## src/hdl/dtsa_pkg.sv

```systemverilog
package dtsa_pkg;

   // Field widths fixed by the interface
   localparam int unsigned WIDTH_BITS  = 15;
   localparam int unsigned COORD_BITS  = 14;
   localparam int unsigned LEVEL_BITS  = 3;
   localparam int unsigned OFFSET_BITS = 30;

   // Tile geometry: 128x128 pixels of 4 bytes, 64 KiB per tile
   localparam int unsigned TILE_LOG2    = 7;
   localparam int unsigned TPR_BITS     = 9;   // ceil(32767 / 128) = 256
   localparam int unsigned INDEX_BITS   = 16;
   localparam int unsigned INTILE_BITS  = 16;
   localparam int unsigned INDEX_LIMIT  = 16384; // index * 64 KiB must stay below 2^30

   // Mip tail: 64x64 top level, levels 0 to 6
   localparam int unsigned TAIL_TOP    = 64;
   localparam logic [LEVEL_BITS-1:0] TAIL_LEVELS = 3'd7;

   typedef enum logic {
      CMD_SURFACE = 1'b0,
      CMD_TAIL    = 1'b1
   } command_type;

   typedef struct packed {
      command_type                 command;
      logic [COORD_BITS-1:0]       x_coord;
      logic [COORD_BITS-1:0]       y_coord;
      logic [LEVEL_BITS-1:0]       mip_level;
   } req_type;

   typedef struct packed {
      logic [OFFSET_BITS-1:0]      byte_offset;
      logic                        invalid;
   } rsp_type;

   // XOR masks selected by each of the low seven column bits
   function automatic logic [INTILE_BITS-1:0] col_mask(input logic [2:0] bit_no);
      case (bit_no)
         3'd0:    col_mask = 16'h0004;
         3'd1:    col_mask = 16'h0010;
         3'd2:    col_mask = 16'h0040;
         3'd3:    col_mask = 16'h0100;
         3'd4:    col_mask = 16'h2200;
         3'd5:    col_mask = 16'h0800;
         3'd6:    col_mask = 16'h8400;
         default: col_mask = 16'h0000;
      endcase
   endfunction

   // XOR masks selected by each of the low seven row bits
   function automatic logic [INTILE_BITS-1:0] row_mask(input logic [2:0] bit_no);
      case (bit_no)
         3'd0:    row_mask = 16'h0008;
         3'd1:    row_mask = 16'h0020;
         3'd2:    row_mask = 16'h0080;
         3'd3:    row_mask = 16'h1100;
         3'd4:    row_mask = 16'h0200;
         3'd5:    row_mask = 16'h0400;
         3'd6:    row_mask = 16'h4800;
         default: row_mask = 16'h0000;
      endcase
   endfunction

   // Offset inside one tile from the low seven bits of column and row
   function automatic logic [INTILE_BITS-1:0] in_tile_offset(
      input logic [TILE_LOG2-1:0] col,
      input logic [TILE_LOG2-1:0] row
   );
      logic [INTILE_BITS-1:0] acc;
      acc = '0;
      for (int b = 0; b < TILE_LOG2; b++) begin
         if (col[b]) acc = acc ^ col_mask(3'(b));
         if (row[b]) acc = acc ^ row_mask(3'(b));
      end
      return acc;
   endfunction

   // Placement of each mip-tail level inside its 128x128 tile
   function automatic logic [TILE_LOG2-1:0] tail_origin_x(input logic [LEVEL_BITS-1:0] lvl);
      case (lvl)
         3'd0:    tail_origin_x = 7'd64;
         3'd2:    tail_origin_x = 7'd32;
         3'd4:    tail_origin_x = 7'd16;
         3'd5:    tail_origin_x = 7'd8;
         default: tail_origin_x = 7'd0;
      endcase
   endfunction

   function automatic logic [TILE_LOG2-1:0] tail_origin_y(input logic [LEVEL_BITS-1:0] lvl);
      case (lvl)
         3'd1:    tail_origin_y = 7'd64;
         3'd3:    tail_origin_y = 7'd32;
         3'd5:    tail_origin_y = 7'd16;
         3'd6:    tail_origin_y = 7'd24;
         default: tail_origin_y = 7'd0;
      endcase
   endfunction

endpackage

```

## src/hdl/depth_tile_swizzle_address_top.sv

```systemverilog
// Depth tile address generator: turns a pixel coordinate of a 32-bit depth
// surface into the byte offset of its element in a 64 KiB tiled layout, or
// into the offset of a mip-tail pixel (levels 0 to 6 of a 64x64 chain packed
// into one tile). It takes one request per clock unless the response side stalls
// and returns one response per request, in order, through registered stages:
// decode and range checks, tile index multiply with the in-tile XOR swizzle,
// then the final range check in the output register. A stall holds every stage
// in place and empty stages still fill. surface_width must be written over the
// csr port only while no request is in flight; the block does not enforce this.
// It resets to zero, which makes every surface lookup invalid until programmed.
module depth_tile_swizzle_address_top
   import dtsa_pkg::*;
#(
   parameter int unsigned MAX_DIM = 16384
) (
   input  logic                  clock,
   input  logic                  reset,
   input  logic                  req_valid,
   output logic                  req_ready,
   input  req_type               req_data,
   output logic                  rsp_valid,
   input  logic                  rsp_ready,
   output rsp_type               rsp_data,
   input  logic                  csr_valid,
   output logic                  csr_ready,
   input  logic [WIDTH_BITS-1:0] csr_data
);

   localparam logic [16:0] MaxDimVal = 17'(MAX_DIM);

   // surface width register
   logic [WIDTH_BITS-1:0] width_ff;

   always_ff @(posedge clock) begin
      if (reset) begin
         width_ff <= '0;
      end else if (csr_valid && csr_ready) begin
         width_ff <= csr_data;
      end
   end

   assign csr_ready = 1'b1;

   // stage registers
   logic                         s1_valid_ff, s1_valid_in;
   logic                         s1_ok_ff, s1_ok_in;
   logic [COORD_BITS-1:0]        s1_x_ff, s1_x_in;
   logic [COORD_BITS-1:0]        s1_y_ff, s1_y_in;
   logic [TPR_BITS-1:0]          s1_tpr_ff, s1_tpr_in;

   logic                         s2_valid_ff, s2_valid_in;
   logic                         s2_ok_ff, s2_ok_in;
   logic [INDEX_BITS-1:0]        s2_index_ff, s2_index_in;
   logic [INTILE_BITS-1:0]       s2_intile_ff, s2_intile_in;

   logic                         out_valid_ff, out_valid_in;
   rsp_type                      out_data_ff, out_data_in;

   // stall control: a stage moves when it is empty or the next one moves
   logic adv_out, adv_s2, adv_s1;

   assign adv_out   = !out_valid_ff || rsp_ready;
   assign adv_s2    = !s2_valid_ff || adv_out;
   assign adv_s1    = !s1_valid_ff || adv_s2;
   assign req_ready = adv_s1;

   // stage 1: range checks, tail placement, tiles per row
   logic [COORD_BITS-1:0] tail_size;
   logic [15:0]           width_round;
   logic                  surf_ok, tail_ok;

   always_comb begin
      tail_size   = 14'(TAIL_TOP) >> req_data.mip_level;
      width_round = 16'(width_ff) + 16'((1 << TILE_LOG2) - 1);
      surf_ok     = (width_ff != '0)
                 && ({2'b00, width_ff} <= MaxDimVal)
                 && ({1'b0, req_data.x_coord} < width_ff)
                 && ({3'b000, req_data.y_coord} < MaxDimVal);
      tail_ok     = (req_data.mip_level != TAIL_LEVELS)
                 && (req_data.x_coord < tail_size)
                 && (req_data.y_coord < tail_size);

      s1_valid_in = adv_s1 ? req_valid : s1_valid_ff;
      s1_ok_in    = s1_ok_ff;
      s1_x_in     = s1_x_ff;
      s1_y_in     = s1_y_ff;
      s1_tpr_in   = s1_tpr_ff;
      if (adv_s1) begin
         case (req_data.command)
            CMD_SURFACE: begin
               s1_ok_in  = surf_ok;
               s1_x_in   = req_data.x_coord;
               s1_y_in   = req_data.y_coord;
               s1_tpr_in = width_round[15:TILE_LOG2];
            end
            CMD_TAIL: begin
               // valid tail coordinates land inside the single tile
               s1_ok_in  = tail_ok;
               s1_x_in   = COORD_BITS'(tail_origin_x(req_data.mip_level)
                                     + req_data.x_coord[TILE_LOG2-1:0]);
               s1_y_in   = COORD_BITS'(tail_origin_y(req_data.mip_level)
                                     + req_data.y_coord[TILE_LOG2-1:0]);
               s1_tpr_in = TPR_BITS'(1);
            end
            default: begin
               s1_ok_in  = 1'b0;
               s1_x_in   = '0;
               s1_y_in   = '0;
               s1_tpr_in = '0;
            end
         endcase
      end
   end

   // stage 2: tile index and in-tile swizzle
   logic [INDEX_BITS-1:0] tile_prod;

   always_comb begin
      tile_prod    = INDEX_BITS'(s1_y_ff[COORD_BITS-1:TILE_LOG2]) * INDEX_BITS'(s1_tpr_ff);
      s2_valid_in  = adv_s2 ? s1_valid_ff : s2_valid_ff;
      s2_ok_in     = adv_s2 ? s1_ok_ff : s2_ok_ff;
      s2_index_in  = adv_s2 ? tile_prod + INDEX_BITS'(s1_x_ff[COORD_BITS-1:TILE_LOG2])
                            : s2_index_ff;
      s2_intile_in = adv_s2 ? in_tile_offset(s1_x_ff[TILE_LOG2-1:0], s1_y_ff[TILE_LOG2-1:0])
                            : s2_intile_ff;
   end

   // stage 3: offset must fit 30 bits; invalid results read as zero
   logic fits;

   always_comb begin
      fits         = s2_ok_ff && (s2_index_ff < INDEX_BITS'(INDEX_LIMIT));
      out_valid_in = adv_out ? s2_valid_ff : out_valid_ff;
      out_data_in  = out_data_ff;
      if (adv_out) begin
         out_data_in.invalid     = !fits;
         out_data_in.byte_offset = fits ? {s2_index_ff[OFFSET_BITS-INTILE_BITS-1:0],
                                           s2_intile_ff}
                                        : '0;
      end
   end

   // control registers
   always_ff @(posedge clock) begin
      if (reset) begin
         s1_valid_ff  <= 1'b0;
         s2_valid_ff  <= 1'b0;
         out_valid_ff <= 1'b0;
      end else begin
         s1_valid_ff  <= s1_valid_in;
         s2_valid_ff  <= s2_valid_in;
         out_valid_ff <= out_valid_in;
      end
   end

   // payload registers
   always_ff @(posedge clock) begin
      s1_ok_ff     <= s1_ok_in;
      s1_x_ff      <= s1_x_in;
      s1_y_ff      <= s1_y_in;
      s1_tpr_ff    <= s1_tpr_in;
      s2_ok_ff     <= s2_ok_in;
      s2_index_ff  <= s2_index_in;
      s2_intile_ff <= s2_intile_in;
      out_data_ff  <= out_data_in;
   end

   assign rsp_valid = out_valid_ff;
   assign rsp_data  = out_data_ff;

endmodule

```

## config.mk

```make
export PLATFORM = sky130hd
export DESIGN_NAME = depth_tile_swizzle_address_top
export DESIGN_NICKNAME = d
export VERILOG_FILES = /design/src/hdl/dtsa_pkg.sv /design/src/hdl/depth_tile_swizzle_address_top.sv
export SDC_FILE = /design/constraint.sdc
export NUM_CORES = 1
export LEC_CHECK = 0
export ABC_AREA = 1
export BUFFER_PORTS_ARGS = -buffer_cell sky130_fd_sc_hd__buf_2
export CAP_MARGIN = 10
export CORE_AREA = 5 5 151 153
export DETAILED_ROUTE_END_ITERATION = 16
export DIE_AREA = 0 0 156 158
export PLACE_DENSITY = 0.56
export SLEW_MARGIN = 15
export SYNTH_ARGS = -nofsm -noshare
export SYNTH_HDL_FRONTEND = slang
export SYNTH_SLANG_ARGS = --single-unit
```

## constraint.sdc

```tcl
create_clock -name clock -period 11.7 [get_ports clock]
set_clock_uncertainty 0.2 [all_clocks]
set_input_delay 0.585 -clock clock [delete_from_list [all_inputs] [get_ports clock]]
set_output_delay 0.585 -clock clock [all_outputs]
set_load 0.03 [all_outputs]
```

# After elaboration in Yosys (flattened, before gate mapping)
# Index checks and enable logic that the tools add are counted.
word_totals:
  register_bits: 120
  inputBits: 52
op_classes:
  reduce_logical: 14
  order_cmp: 5
  bitwise_logic: 14
  n_addsub: 4
  multipliers: 1
  n_shift: 1
  n_eq_ne: 7
  mux: 37
op_table:
  columns: ["cell", "count"]
  rows:
  - ["$mux W16", 26]
  - ["$xor A16 B16 Y16", 13]
  - ["$pmux W14 S2", 2]
  - ["$pmux W7 S4", 2]
  - ["$lt A14 B14 Y1", 2]
  - ["$mux W7", 4]
  - ["$pmux W9 S2", 1]
  - ["$add A15 B7 Y16 const B", 1]
  - ["$add A16 B7 Y16", 1]
  - ["$add A7 B7 Y8", 2]
  - ["$lt A16 B15 Y1 const B", 1]
  - ["$mul A7 B9 Y16", 1]
  - ["$le A15 B15 Y1 const B", 1]
  - ["$lt A14 B15 Y1", 1]
  - ["$reduce_bool A15 Y1", 1]
  - ["$shr A7 B3 Y14 const A", 1]
  - ["$eq A3 B3 Y1 const B", 3]
  - ["$eq A3 B2 Y1 const B", 2]
  - ["$logic_and A1 B1 Y1", 5]
  - ["$logic_not A1 Y1", 4]
  - ["$eq A3 B1 Y1 const B", 1]
  - ["$logic_not A3 Y1", 1]
  - ["$logic_or A1 B1 Y1", 3]
  - ["$mux W3", 1]
  - ["other kinds (3)", 3]

# Logic depth before layout (Yosys ltp)
depth:
  depth_word: 27
  mapped_depth: 20
  mapped_depth_nobuf: 19

# Worst setup path before layout
# Ideal clock, no wire load.
synth_timing:
  kind: "register to register"
  from: "register s1_y_ff[13]"
  to: "register s2_index_ff[13], data pin"
  setup_time_ns: 0.260
  arrival_time_ns: 3.775
  path_stages_with_launch: 16
  synth_period_minus_slack_ns: 4.235
  path_slack_ns: 7.465
  cell_sequence: "edfxtp_1 -> clkbuf_1 -> nand2_1 -> fa_1 -> fa_1 -> inv_1 -> fa_1 -> inv_1 -> fa_1 -> inv_1 -> ha_1 -> a21oi_1 -> o21ai_1 -> nand2_1 -> nand3_1 -> xor2_1"
synth_via:
  elab_chain_cells: 2
synth_rtl:
  columns: ["item", "line_no", "source"]
  rows:
  - ["start: declaration", "depth_tile_swizzle_address_top.sv:48", "logic [COORD_BITS-1:0] s1_y_ff, s1_y_in;"]
  - ["start signal: assignment", "depth_tile_swizzle_address_top.sv:160", "s1_y_ff <= s1_y_in;"]
  - ["$mul A7 B9 Y16", "depth_tile_swizzle_address_top.sv:119", "tile_prod = INDEX_BITS'(s1_y_ff[COORD_BITS-1:TILE_LOG2]) * INDEX_BITS'(s1_tpr_ff);"]
  - ["$add A16 B7 Y16", "depth_tile_swizzle_address_top.sv:122", "s2_index_in = adv_s2 ? tile_prod + INDEX_BITS'(s1_x_ff[COORD_BITS-1:TILE_LOG2])"]
  - ["end signal: assignment", "depth_tile_swizzle_address_top.sv:163", "s2_index_ff <= s2_index_in;"]
  - ["end: declaration", "depth_tile_swizzle_address_top.sv:53", "logic [INDEX_BITS-1:0] s2_index_ff, s2_index_in;"]
# No other way between the ends.
# A chain may end at the register's enable or synchronous reset.

# Worst setup path in the final report
layout_timing:
  from: "register s1_y_ff[10]"
  to: "register s2_index_ff[15], data pin"
# The elaborated chain is that of the path after synthesis.

==> out/metrics.csv <==
stage,metric,value,unit
status,status,"complete, no violations",
yosys,synthTopCellsByCount,"inv_1, nand2_1, nor2_1",
job,cap_violations,0,
critical_path,worstSetupEndpointType,flip-flop,
yosys,ys_top_cells_by_area,"edfxtp_1, ha_1, fa_1",
layout,antenna_cells,0,
yosys,ys_seq_area_share,42.6,%
global_route,track_usage,13.4,%
timing,maxSlewHeadroom,38.3,%
clock_tree,cts_root_buf,clkbuf_16,
yosys,synth_top_area_share,38.0,%
detailed_routing,post-route-drc-count,0,
floorplanning,die_area,0.0246,sq mm
floorplanning,dieWidth,156,microns
floorplanning,core,0.0214,sq mm
power,power.leakage,4.80,nW
clock_tree,cts_resized,0,
timing,final.period_utilization,37.3,%
timing,min_period,4.36,ns
placement,place_inst,1184,
yosys,yosysTopAreaCell,edfxtp_1,
timing,timing.fmax,0.229,GHz
critical_path,critPathBufInv,3,
floorplanning,boundaryPins,86,
layout,instances_no_fill,1216,
global_route,overflow,0,
critical_path,max_stage_delay,0.55,ns
timing,setup-tns-final,0,ns
placement,io_buffers,82,
clock_tree,cts_setup_buffers,0,
worst_hold_path,hold_class,in2reg,
clock_tree,clk_pin_slew,0.06,ns
critical_path,path_max_fanout,9,
yosys,synthSimpleGateAreaFrac,16.1,%
global_route,grt_pass1_vias,5443,
yosys,synth-adder-area-share,22.7,%
yosys,postSynthCellCount,841,
clock_tree,clock_sinks,116,
clock_tree,hold_buffers,0,
critical_path,cp.arrival,4.34,ns
yosys,ys_types,36,
timing,hold_violations,0,
critical_path,crit_chain,nand2_1 -> inv_1 -> fa_1 -> fa_1 -> fa_1 -> inv_1 -> fa_1 -> inv_1 -> ha_1 -> a21oi_1 -> nor2_1 -> nor2_2 -> nor2_1 -> nor2_2 -> nand2_1 -> nand2_1 -> nand2_1,
worst_hold_path,hold_start,req_data[3],
layout,drive_gt1_share,14.2,%
power,vdd_drop_max,0.000106,V
clock_tree,h-tree-depth,4,
critical_path,crit_type,reg2reg,
clock_tree,cts_buffer_depth,2,
critical_path,r2r_start,s1_y_ff[10],
yosys,syn-cell-area,0.00775,sq mm
global_route,grt_max_degree,41,
timing,worstMarginPinSlew,0.923,ns
critical_path,worstPathRequired,11.67,ns
yosys,synthArstFlopShare,0,%
clock_tree,tritoncts,built,
layout,nets,1090,
yosys,avgSynthCellArea,9.22,sq um
global_route,antenna_found_initial,0,
detailed_routing,drtAntennaViolNets,0,
detailed_routing,viasPerCell,4.43,
placement,placed_area,0.00842,sq mm
layout,fin_area,0.00909,sq mm
global_route,grt_pass1_wl,26.4,mm
layout,syn2layout_area_growth,17.3,%
detailed_routing,firstDrtPassIters,5,
detailed_routing,wl_per_cell,12.6,microns
clock_tree,cts_made_buffers,17,
yosys,synth_seq_cells,116,
placement,place_hpwl,12.2,mm
floorplanning,rows,54,
layout,num-fill-cells,2125,
critical_path,worstSetupStartpoint,s1_y_ff[10],
yosys,synth_edf_count,98,
detailed_routing,vias,5381,
floorplanning,die_h,158,microns
yosys,synth.most_common_cell,inv_1,
detailed_routing,wl,15.3,mm
critical_path,cp_slowest_cell,fa_1,
yosys,synthMuxAreaShare,0,%
yosys,synth_warnings,0,
critical_path,cp_top_family,adder cells,
power,power,1.30,mW
floorplanning,initial_utilization,36.2,%
yosys,synth_top_flop_cell,edfxtp_1,
timing,setup_viol,0,
placement,gp_congestion,0.851,
timing,rsz0062_at_grt,false,
clock_tree,insertion_delay,0.42,ns
yosys,synth-xor-area-share,1.81,%
critical_path,worstSetupStartpointType,flip-flop,
power,p_per_area,142,mW/mm^2
yosys,synth-compound-area-share,5.37,%
timing,drv_slew,0,
timing,whs,0.174,ns
yosys,synth_top_family_by_area,adder cells,
detailed_routing,dr.first_iter.drc_count,188,
critical_path,rrSetupSlack,7.34,ns
==> final timing paths <==
| kind | to | cells after the start |
|---|---|---|
| setup / recovery | s2_index_ff[15] | 17 |
| setup reg to reg | s2_index_ff[15] | 17 |
| hold reg to reg | s2_intile_ff[6] | 0 |
| hold / removal | s1_y_ff[0] | 1 |
==> registers in the layout (all words and copies together), names as in the netlist <==
signal and count:
s1_valid_ff 1, rsp_data 29, s2_intile_ff 14, width_ff 15, s2_valid_ff 1, s1_tpr_ff 9, s1_y_ff 14, rsp_valid 1
s1_x_ff 14, s2_ok_ff 1, s2_index_ff 16, s1_ok_ff 1
==> layout by cell type, fill, tap and decap left out, drive strengths merged, types with 16 or more instances in the layout <==
master	synthesis	layout
a21oi	30	30
a211oi	16	16
edfxtp	98	98
nor2	105	105
inv	203	209
nand2	145	145
clkbuf	11	17
buf	12	85
dfxtp	18	18
ha	72	72
fa	43	43
nand3	24	24
==> cell type report <==
class	count	area (sq um)	area share (%)
clock buffers	17	425	4.68
clock inverters	15	243	2.67
inverters	203	762	8.38
multi-input cells	500	3570	39.3
flip-flops and latches	116	3300	36.3
well taps	280	350	3.85
repair buffers	85	433	4.76
==> cells by family (layout without fill, tap and decap cells) <==
group	after synthesis	count (layout)
flops	116	116
other cells	2	3
fa+ha+maj	115	115
buf+inv	226	320
simple gates	296	296
compound gates	70	70
xor+xnor	16	16
==> report_power, final <==
| part | switching, mW | total, mW | leakage (nW) | internal (mW) |
|---|---|---|---|---|
| Sequential | 0.0200 | 0.517 | 1.27 | 0.497 |
| Combinational | 0.121 | 0.188 | 3.21 | 0.0670 |
| Clock | 0.205 | 0.590 | 0.327 | 0.385 |
==> metal layers <==
metal  vias up  part of all wire (%)  track usage, %
met3        28                   4.3            2.65
met1      2441                    50            18.8
li1       2795                     -               -
met4         0                   2.1            5.21
met2       117                    44            20.5
met5         -                     0               0
==> per-stage QoR <==
step	setup slack (ns)	util [%]
3_3_place_gp	7.38	39.3
6_report	7.34	42.4
2_1_floorplan	7.46	-
4_1_cts	7.32	42.4
5_1_grt	7.04	42.4
3_5_place_dp	7.34	39.3
==> worst reg2reg max path: cells and delay by family, from the launching register on <==
| kind | cells | cell delay (ns) |
|---|---|---|
| compound gates | 1 | 0.22 |
| fa+ha+maj | 5 | 2.39 |
| simple gates | 8 | 0.61 |
| flops | 1 | 0.53 |
| buf+inv | 3 | 0.15 |
Power figures use the tool's default switching activity.
